### config.mk
export PLATFORM = sky130hd
export DESIGN_NAME = forecast_driven_worker_governor_unit
export DESIGN_NICKNAME = d
export VERILOG_FILES = /design/src/hdl/fgov_pkg.sv /design/src/hdl/fgov_div.sv /design/src/hdl/forecast_driven_worker_governor_unit.sv
export SDC_FILE = /design/constraint.sdc
export NUM_CORES = 2
export LEC_CHECK = 0
export ABC_AREA = 1
export BUFFER_PORTS_ARGS = -buffer_cell sky130_fd_sc_hd__buf_2
export CAP_MARGIN = 20
export CORE_ASPECT_RATIO = 1.25
export CORE_MARGIN = 2
export CORE_UTILIZATION = 50
export CTS_CLUSTER_DIAMETER = 150
export CTS_CLUSTER_SIZE = 25
export DETAILED_ROUTE_END_ITERATION = 8
export PLACE_DENSITY = 0.66
export SLEW_MARGIN = 5
export SYNTH_ARGS = -nofsm -noshare
export SYNTH_HDL_FRONTEND = slang
export SYNTH_SLANG_ARGS = --single-unit
### constraint.sdc
create_clock -name clk -period 11.31 [get_ports clk]
set_input_delay 1.6965 -clock clk [delete_from_list [all_inputs] [get_ports clk]]
set_output_delay 1.6965 -clock clk [all_outputs]
set_load 0.02 [all_outputs]
### src/hdl/fgov_pkg.sv
// Types, codes and helpers for the worker governor.
`timescale 1ns / 1ps
package fgov_pkg;

  localparam int CFG_IDX_W  = 3;
  localparam int CFG_DATA_W = 31;

  localparam logic [CFG_IDX_W-1:0] CFG_MAX_THREADS = 3'd0;
  localparam logic [CFG_IDX_W-1:0] CFG_MAX_PENALTY = 3'd1;
  localparam logic [CFG_IDX_W-1:0] CFG_MIN_RATE    = 3'd2;
  localparam logic [CFG_IDX_W-1:0] CFG_LEVEL_GAIN  = 3'd3;
  localparam logic [CFG_IDX_W-1:0] CFG_TREND_GAIN  = 3'd4;

  localparam logic [1:0] FN_SAMPLE  = 2'd0;
  localparam logic [1:0] FN_EXIT    = 2'd1;
  localparam logic [1:0] FN_IO_DONE = 2'd2;
  localparam logic [1:0] FN_POLL    = 2'd3;

  localparam int          GAIN_W   = 17;
  localparam logic [16:0] GAIN_ONE = 17'd65536;

  typedef struct packed {
    logic [1:0]          func;
    logic signed [31:0]  level_delta;
    logic signed [15:0]  demand_hint;
  } fgov_in_t;

  typedef struct packed {
    logic                dispatch;
    logic                stop_request;
    logic [6:0]          active_workers;
    logic                end_signal;
    logic signed [31:0]  forecast;
  } fgov_out_t;

  typedef enum logic [2:0] {
    ST_IDLE, ST_MUL_LVL, ST_MUL_TRD, ST_FCAST, ST_DIV1, ST_DIV2, ST_DEC, ST_FIN
  } fgov_state_t;

  function automatic logic signed [31:0] sat32(input logic signed [35:0] x);
    logic signed [31:0] r;
    if (x > 36'sd2147483647) r = 32'sh7fffffff;
    else if (x < -36'sd2147483648) r = 32'sh80000000;
    else r = x[31:0];
    return r;
  endfunction

endpackage

### src/hdl/fgov_div.sv
// Bit-serial restoring divider, one quotient bit per cycle.
`timescale 1ns / 1ps
module fgov_div #(
  parameter int NUM_W = 49,
  parameter int DEN_W = 32
) (
  input  logic             clk,
  input  logic             rst,
  input  logic             start,
  input  logic [NUM_W-1:0] num,
  input  logic [DEN_W-1:0] den,
  output logic             done,
  output logic [NUM_W-1:0] quo
);
  localparam int CW = $clog2(NUM_W + 1);

  logic             busy;
  logic [CW-1:0]    cnt;
  logic [DEN_W-1:0] rem;
  logic [DEN_W-1:0] den_r;
  logic [NUM_W-1:0] qs;
  logic [DEN_W:0]   trial;
  logic [DEN_W:0]   diff;
  logic             ge;

  assign trial = {rem, qs[NUM_W-1]};
  assign ge    = trial >= {1'b0, den_r};
  assign diff  = trial - {1'b0, den_r};
  assign quo   = qs;

  always_ff @(posedge clk) begin
    if (rst) begin
      busy <= 1'b0;
      done <= 1'b0;
      cnt  <= '0;
    end else begin
      done <= 1'b0;
      if (start) begin
        busy <= 1'b1;
        cnt  <= '0;
      end else if (busy) begin
        cnt <= cnt + 1'b1;
        if (cnt == CW'(NUM_W - 1)) begin
          busy <= 1'b0;
          done <= 1'b1;
        end
      end
    end
  end

  always_ff @(posedge clk) begin
    if (start) begin
      rem   <= '0;
      den_r <= den;
      qs    <= num;
    end else if (busy) begin
      rem <= ge ? diff[DEN_W-1:0] : trial[DEN_W-1:0];
      qs  <= {qs[NUM_W-2:0], ge};
    end
  end

endmodule

### src/hdl/forecast_driven_worker_governor_unit.sv
// Worker pool governor: Holt forecast of wait level driving dispatch/stop.
//
// Input channel in_valid/in_stall/in_data carries one item per beat:
// sample, worker exit, io complete or preempt poll. Every item returns one
// beat on out_valid/out_stall/out_data.
// Config: cfg_valid/cfg_ready with cfg_index/cfg_data; write only when idle.
// A non-sample item goes from idle to the final state, which writes its
// result to the output register. A sample after the first runs two
// 17-step serial multiplies (level and trend blends), then, unless end
// is set, two serial divisions of 33+FRAC_BITS steps each; the first
// sample after reset skips the multiplies.
// One item at a time: in_stall is high from accept until its result is
// written to the output register. A result waiting under out_stall does
// not block accepting the next item; that item holds in its last step
// until the output register frees.
// Reset (rst, synchronous) restores config defaults, clears the forecast
// state and sets one active worker.
`timescale 1ns / 1ps
module forecast_driven_worker_governor_unit import fgov_pkg::*; #(
  parameter int FRAC_BITS    = 16,
  parameter int WORKER_LIMIT = 64
) (
  input  logic                  clk,
  input  logic                  rst,
  input  logic                  in_valid,
  output logic                  in_stall,
  input  fgov_in_t              in_data,
  output logic                  out_valid,
  input  logic                  out_stall,
  output fgov_out_t             out_data,
  input  logic                  cfg_valid,
  output logic                  cfg_ready,
  input  logic [CFG_IDX_W-1:0]  cfg_index,
  input  logic [CFG_DATA_W-1:0] cfg_data
);
  localparam int          NUM_W  = 33 + FRAC_BITS;
  localparam int          RATE_W = NUM_W + 2;
  localparam logic [31:0] TENTH  = 32'(((64'd1 << FRAC_BITS) + 64'd5) / 64'd10);
  localparam logic [6:0]  LIMIT  = 7'(WORKER_LIMIT);

  // configuration
  logic [6:0]  max_threads;
  logic [30:0] max_penalty;
  logic [30:0] min_rate;
  logic [16:0] level_gain;
  logic [16:0] trend_gain;

  // governor state
  logic signed [31:0] level, trend, prev, fcast;
  logic [1:0]         step;
  logic [31:0]        accw;
  logic [6:0]         wc;
  logic               stopf, endf;

  // per-item working registers
  fgov_state_t        state, state_next;
  logic [1:0]         func_r;
  logic signed [15:0] hint_r;
  logic signed [31:0] y_r, sp_r, bp_r;
  logic signed [32:0] z_r;
  logic signed [50:0] mcand, prod;
  logic [16:0]        mplier;
  logic [4:0]         mcnt;
  logic signed [NUM_W:0] r1, r2;
  logic               rate_ge;
  logic [31:0]        accw_sat;

  logic in_acc, fin_go, mul_busy, div_start, div_done;
  logic [NUM_W-1:0] div_num, div_quo;
  logic [31:0]      div_den;
  logic             div_neg, neg_r;

  assign cfg_ready = 1'b1;
  assign in_acc    = in_valid && !in_stall;

  // control decode
  always_comb begin
    in_stall = (state != ST_IDLE);
    fin_go   = (state == ST_FIN) && (!out_valid || !out_stall);
    mul_busy = ((state == ST_MUL_LVL) || (state == ST_MUL_TRD)) && (mcnt != 5'(GAIN_W));
  end

  always_comb begin
    state_next = state;
    case (state)
      ST_IDLE: begin
        if (in_acc) begin
          if (in_data.func != FN_SAMPLE) state_next = ST_FIN;
          else if (step == 2'd0) state_next = ST_FCAST;
          else state_next = ST_MUL_LVL;
        end
      end
      ST_MUL_LVL: if (!mul_busy) state_next = ST_MUL_TRD;
      ST_MUL_TRD: if (!mul_busy) state_next = ST_FCAST;
      ST_FCAST:   state_next = endf ? ST_FIN : ST_DIV1;
      ST_DIV1:    if (div_done) state_next = ST_DIV2;
      ST_DIV2:    if (div_done) state_next = ST_DEC;
      ST_DEC:     state_next = ST_FIN;
      ST_FIN:     if (fin_go) state_next = ST_IDLE;
      default:    state_next = ST_IDLE;
    endcase
  end

  always_ff @(posedge clk) begin
    if (rst) state <= ST_IDLE;
    else state <= state_next;
  end

  // sample input: clamp new wait level to 0..2^31-1
  logic signed [32:0] ysum;
  logic signed [31:0] y_in;
  logic [1:0]         step_new;
  logic signed [31:0] bp_c;
  logic signed [32:0] z_c;
  logic [16:0]        a_cl, g_cl;

  assign ysum     = {in_data.level_delta[31], in_data.level_delta} + {prev[31], prev};
  assign y_in     = ysum[32] ? 32'sd0 : (ysum[31] ? 32'sh7fffffff : ysum[31:0]);
  assign step_new = (step == 2'd3) ? 2'd3 : step + 2'd1;
  assign bp_c     = (step_new == 2'd2) ? (y_in - prev) : trend;
  assign z_c      = {level[31], level} + {bp_c[31], bp_c};
  assign a_cl     = (level_gain > GAIN_ONE) ? GAIN_ONE : level_gain;
  assign g_cl     = (trend_gain > GAIN_ONE) ? GAIN_ONE : trend_gain;

  // blend = sat(z + floor((gain * d + 2^15) / 2^16))
  logic signed [50:0] rnd;
  logic signed [50:0] rsh;
  logic signed [31:0] blend_c;
  logic signed [33:0] d_trd;

  assign rnd     = prod + 51'sd32768;
  assign rsh     = rnd >>> 16;
  assign blend_c = sat32({{3{z_r[32]}}, z_r} + rsh[35:0]);
  assign d_trd   = {{2{blend_c[31]}}, blend_c} - {{2{sp_r[31]}}, sp_r}
                 - {{2{bp_r[31]}}, bp_r};

  // divider operand selection
  logic signed [32:0] dif1, dif2, dsel;
  logic [32:0]        dmag;

  assign dif1     = {y_r[31], y_r} - {prev[31], prev};
  assign dif2     = {fcast[31], fcast} - {y_r[31], y_r};
  assign dsel     = (state == ST_FCAST) ? dif1 : dif2;
  assign div_neg  = dsel[32];
  assign dmag     = dsel[32] ? 33'(-dsel) : dsel;
  assign div_num  = {dmag, {FRAC_BITS{1'b0}}};
  assign div_den  = ((state == ST_FCAST) ? prev : y_r) + TENTH;
  assign div_start = ((state == ST_FCAST) && !endf) || ((state == ST_DIV1) && div_done);

  fgov_div #(.NUM_W(NUM_W), .DEN_W(32)) u_div (
    .clk   (clk),
    .rst   (rst),
    .start (div_start),
    .num   (div_num),
    .den   (div_den),
    .done  (div_done),
    .quo   (div_quo)
  );

  logic signed [NUM_W:0] q_s;
  assign q_s = neg_r ? -$signed({1'b0, div_quo}) : $signed({1'b0, div_quo});

  // mean of the two rates, truncated toward zero
  logic signed [RATE_W-1:0] rsum, rhalf;
  logic [32:0]              accw_add;
  assign rsum     = {r1[NUM_W], r1} + {r2[NUM_W], r2};
  assign rhalf    = (rsum + $signed({{(RATE_W-1){1'b0}}, rsum[RATE_W-1]})) >>> 1;
  assign accw_add = {1'b0, accw} + {1'b0, y_r};

  // decision at commit
  logic signed [33:0] over_sum;
  logic               over, go, stop_set, hint_m1, hint_ge0, dec_en;
  logic [6:0]         lim;

  always_comb begin
    over_sum = {2'b00, accw_sat} + {{2{fcast[31]}}, fcast};
    over     = over_sum >= $signed({3'b000, max_penalty});
    hint_m1  = (hint_r == -16'sd1);
    hint_ge0 = !hint_r[15];
    dec_en   = (func_r == FN_SAMPLE) && !endf;
    lim      = (max_threads < LIMIT) ? max_threads : LIMIT;
    go       = 1'b0;
    stop_set = 1'b0;
    if (step <= 2'd1) begin
      go = over;
    end else if (hint_m1 && wc == 7'd0) begin
      go = 1'b1;
    end else if (hint_m1 && wc == 7'd1) begin
      go = rate_ge && over;
    end else if (hint_ge0) begin
      stop_set = !rate_ge && (wc > 7'd1);
    end
  end

  always_ff @(posedge clk) begin
    if (rst) begin
      max_threads <= 7'd4;
      max_penalty <= 31'd655360;
      min_rate    <= 31'd29491;
      level_gain  <= 17'd32768;
      trend_gain  <= 17'd52429;
    end else if (cfg_valid && cfg_ready) begin
      case (cfg_index)
        CFG_MAX_THREADS: max_threads <= cfg_data[6:0];
        CFG_MAX_PENALTY: max_penalty <= cfg_data;
        CFG_MIN_RATE:    min_rate    <= cfg_data;
        CFG_LEVEL_GAIN:  level_gain  <= cfg_data[16:0];
        CFG_TREND_GAIN:  trend_gain  <= cfg_data[16:0];
        default: ;
      endcase
    end
  end

  always_ff @(posedge clk) begin
    if (rst) begin
      level     <= '0;
      trend     <= '0;
      prev      <= '0;
      fcast     <= '0;
      step      <= '0;
      accw      <= '0;
      wc        <= 7'd1;
      stopf     <= 1'b0;
      endf      <= 1'b0;
      out_valid <= 1'b0;
    end else begin
      if (in_acc && in_data.func == FN_SAMPLE) begin
        step <= step_new;
        if (step_new == 2'd1) level <= y_in;
      end
      if (state == ST_MUL_LVL && !mul_busy) level <= blend_c;
      if (state == ST_MUL_TRD && !mul_busy) trend <= blend_c;
      if (state == ST_FCAST) fcast <= sat32({{4{level[31]}}, level} + {{4{trend[31]}}, trend});

      out_valid <= fin_go || (out_valid && out_stall);
      if (fin_go) begin
        case (func_r)
          FN_SAMPLE: begin
            if (dec_en) begin
              prev <= y_r;
              if (go) begin
                stopf <= 1'b0;
                accw  <= '0;
                if (wc < lim) wc <= wc + 7'd1;
              end else begin
                accw <= accw_sat;
                if (stop_set) stopf <= 1'b1;
              end
            end
          end
          FN_EXIT: begin
            if (wc != 7'd0) wc <= wc - 7'd1;
            stopf <= 1'b0;
          end
          FN_IO_DONE: if (wc == 7'd1) endf <= 1'b1;
          FN_POLL:    stopf <= 1'b0;
          default: ;
        endcase
      end
    end
  end

  // datapath registers without reset
  always_ff @(posedge clk) begin
    if (in_acc) begin
      func_r <= in_data.func;
      hint_r <= in_data.demand_hint;
      y_r    <= y_in;
      sp_r   <= level;
      bp_r   <= bp_c;
      z_r    <= z_c;
      mcand  <= 51'($signed({{2{y_in[31]}}, y_in} - {z_c[32], z_c}));
      mplier <= a_cl;
      prod   <= '0;
      mcnt   <= '0;
    end else if (mul_busy) begin
      if (mplier[0]) prod <= prod + mcand;
      mcand  <= mcand <<< 1;
      mplier <= mplier >> 1;
      mcnt   <= mcnt + 5'd1;
    end else if (state == ST_MUL_LVL) begin
      z_r    <= {bp_r[31], bp_r};
      mcand  <= 51'(d_trd);
      mplier <= g_cl;
      prod   <= '0;
      mcnt   <= '0;
    end

    if (div_start) neg_r <= div_neg;
    if (state == ST_DIV1 && div_done) r1 <= q_s;
    if (state == ST_DIV2 && div_done) r2 <= q_s;
    if (state == ST_DEC) begin
      rate_ge  <= rhalf >= $signed(RATE_W'(min_rate));
      accw_sat <= accw_add[32] ? 32'hffffffff : accw_add[31:0];
    end

    if (fin_go) begin
      out_data.dispatch       <= dec_en && go && (wc < lim);
      out_data.stop_request   <= (func_r == FN_POLL) && stopf;
      out_data.end_signal     <= endf || ((func_r == FN_IO_DONE) && (wc == 7'd1));
      out_data.forecast       <= fcast;
      if (func_r == FN_SAMPLE)
        out_data.active_workers <= (dec_en && go && (wc < lim)) ? wc + 7'd1 : wc;
      else if (func_r == FN_EXIT)
        out_data.active_workers <= (wc != 7'd0) ? wc - 7'd1 : wc;
      else
        out_data.active_workers <= wc;
    end
  end

endmodule

==> parameters.txt <==
Parameter                              Value

Floorplanning
  Height of the chip    415 um
  Effective utilization at floorplan    0.504
  Num rows    150
  Die width    333 um
  Die Outline Area    138000 um^2
  Number of placed I/O pins    134
  Standard cell core area    134000 um^2

Worst hold path
  Class of the most critical hold timing path    flop to flop
  Hold depth    2

Timing
  Final count of pins violating max slew    0
  Worst max-slew margin expressed relative to the limit    0.181
  Setup slack of the critical path after layout    1.65 ns
  Clk_skew    0.0707 ns
  Final Critical Period    9.66 ns
  Total count of hold-check failures in the final report    0
  Share of the clock period used by the worst path    0.854
  Worst Tran Pin Value    1.22 ns
  Count of final setup violators    0
  FMAX    104 MHz
  Post-Route Setup TNS    0 ns
  Unrepaired setup endpoints after global routing    no

Yosys
  Portion of synthesized cell area occupied by the leading cell type    0.202
  Post-synth EDFFs    455
  Top cell types by occurrence after synthesis    2354 x sky130_fd_sc_hd__nand2_1, 1233 x sky130_fd_sc_hd__inv_1, 927 x sky130_fd_sc_hd__a21oi_1
  Average instance area after synthesis    7.11 um^2
  Sequential-to-total area share from yosys stat    0.318
  Post-Synthesis Cell Area    67500 um^2
  Synth Register Bits    844
  Dominant cell by count in the synthesized netlist    sky130_fd_sc_hd__nand2_1
  Total nets after synthesis    10200
  Number of synthesis warnings    0
  Number of unique standard cell types used by synthesis    87
  Top flip-flop cell by instance count after synthesis    sky130_fd_sc_hd__edfxtp_1
  Cell accounting for the most synthesized area    sky130_fd_sc_hd__edfxtp_1
  Cell types with the largest area share after synthesis    sky130_fd_sc_hd__edfxtp_1 20%, sky130_fd_sc_hd__nand2_1 13%, sky130_fd_sc_hd__dfxtp_1 12%
  Fraction of registers with async set or reset after synthesis    0
  Gate count of the mapped netlist    9487

Placement
  Number of buffer cells added on primary ports    132
  Worst Setup Slack post-DPL    1.00 ns
  Cell Count Post-Placement    11200
  Detailed Place HPWL    227 mm
  Final weighted congestion in routability-driven placement    1.03

Power
  Share of total power in sequential cells    0.270
  Leakage    32.7 nW
  Sw Ratio    0.535
  Cell internal pwr    8.32 mW
  Largest voltage drop on the vdd net    0.291 mV
  Relative contribution of combinational cells to total power    0.626
  Clock group share of total power    0.104
  Switching Power    9.57 mW
  Power per unit of standard cell area    251 nW/um^2
  Power Total    17.9 mW

Global route
  Met1 usage    0.407
  Wire length of the first global-routing pass    399 mm
  Met3 Resource Use GR    0.0483
  Largest net degree at the start of global routing    78
  Grt ovf    0
  Most heavily used metal layer in global routing    met2
  Antenna violations before repair    5
  Number of global-route vias before repair    64000
  Overall Global Routing Usage    0.386
  Met2 GRT Util    0.667

Worst setup path
  Crit path buf inv count    6
  Req. time, crit path    11.71 ns
  Levels on crit path    50
  Category of the worst setup path capture point    flop
  Crit path arrival time    10.06 ns
  Delay-heaviest family, CP    simple AND/OR/NAND/NOR gates
  Maximum fanout along the worst path    18
  CP max-delay cell    sky130_fd_sc_hd__ha_1
  Maximum single-stage delay on the critical path    0.40 ns
  Number of cell instances on the worst register-to-register path    37
  Cell occurring most often along the worst timing path    sky130_fd_sc_hd__nand2_1
  WS Path Type    input port to flop
  Startpoint Class    input port

Clock tree
  Num Clock Sinks    844
  Clock latency at the later pin of the worst-skew pair    0.71 ns
  TritonCTS Buffers    41
  Total of cells resized after clock tree synthesis    0
  Maximum root-to-sink buffer count    3
  Number of H-tree branching levels    2
  Clock slew at reported path FFs    0.11 ns
  Clock tree root buffer cell    sky130_fd_sc_hd__clkbuf_16
  Hold bufs inserted after CTS    0
  CTS tree    built
  Number of setup buffers added after CTS    0

Final layout
  Post-layout instance count excluding filler cells    11300
  Synth-to-layout area growth    5.66%
  NumNets Final    10200
  Layout cells sized above 1    0.0513

Run status
  Status    complete, no violations

Detailed routing
  Vias per cell    5.84
  Wire length per cell after detailed routing    24.2 um
  Drt initial violations    5389
  DRC violations left    0
  Total number of vias    66100
  Aggregate routed wire length    274 mm
  Detail Route Antenna Nets    0
  Length of the first detailed-routing pass in iterations    6

Run
  Max-capacitance violation count    0
## per-stage QoR
stage | hold WS, ns | util | area (um^2)
global placement | 0.446 | 0.523 | 70000
CTS | 0.475 | 0.532 | 71200
floorplan | 0.426 | - | 67500
global route | 0.492 | 0.533 | 71300
detailed placement | 0.459 | 0.523 | 70000
finish | 0.477 | 0.533 | 71300
## cell usage in the layout (no fill, tap or decap), types with 87 or more instances in the layout
master	n
sky130_fd_sc_hd__o21ai_0	651
sky130_fd_sc_hd__ha_1	559
sky130_fd_sc_hd__nand2_1	2352
sky130_fd_sc_hd__nand3_1	496
sky130_fd_sc_hd__a21oi_1	927
sky130_fd_sc_hd__nand4_1	129
sky130_fd_sc_hd__buf_2	131
sky130_fd_sc_hd__xor2_1	257
sky130_fd_sc_hd__nor3_1	87
sky130_fd_sc_hd__xnor2_1	154
sky130_fd_sc_hd__nor2_1	785
sky130_fd_sc_hd__edfxtp_1	455
sky130_fd_sc_hd__dfxtp_1	389
sky130_fd_sc_hd__inv_1	1229
## worst paths after layout
check	start	end	slack [ns]
min	max_penalty[18]	max_penalty[18]	0.48
max reg2reg	prod[15]	mcand[28]	1.92
max	in_data[22]	mcand[38]	1.65
min reg2reg	max_penalty[18]	max_penalty[18]	0.48
## layout make-up
class,count,area [um^2]
Sequential cell,844,21500
Tap cell,1748,2190
Antenna cell,6,15.0
Fill cell,13200,62500
Inverter,1262,4750
Timing Repair Buffer,197,1180
Clock inverter,6,106
Multi-Input combinational cell,7179,40500
Clock buffer,70,1160
## logic make-up after synthesis
| group | synth area share |
|---|---|
| other cells | 0.0000556 |
| fa+ha+maj | 0.117 |
| compound gates | 0.166 |
| simple gates | 0.261 |
| mux | 0.000148 |
| buf+inv | 0.0840 |
| xor+xnor | 0.0536 |
| flops | 0.318 |
## state kept, by name (all words and copies together) (netlist names), 33 cells and up
name,count
u_div.quo,49
z_r,33
prod,51
mcand,51
out_data,42
r2,50
r1,50
## routing by layer
metal / wire (um) / part of all wire / vias to the layer above
met5: 0 / 0 / -
met4: 29800 / 0.11 / 0
met3: 15500 / 0.057 / 794
met2: 132000 / 0.48 / 2531
met1: 96900 / 0.35 / 31000
li1: - / - / 31800
## power groups by stage
stage / clock [mW] / combinational, mW / sequential (mW)
floorplan: 0 / 7.48 / 4.55
global placement: 0 / 10.9 / 4.86
detailed placement: 0 / 11.0 / 4.87
CTS: 1.86 / 11.0 / 4.81
global route: 1.96 / 12.2 / 4.85
finish: 1.85 / 11.2 / 4.83
## tightest hold or removal path, delay by kind of cell, from the launching register on
| kind | cells | cell delay (ns) |
|---|---|---|
| flip-flops | 1 | 0.31 |
| buffers and inverters | 1 | 0.07 |
| AO/OA/AOI/OAI | 1 | 0.06 |
No activity file was read; power rests on OpenSTA's default activity.
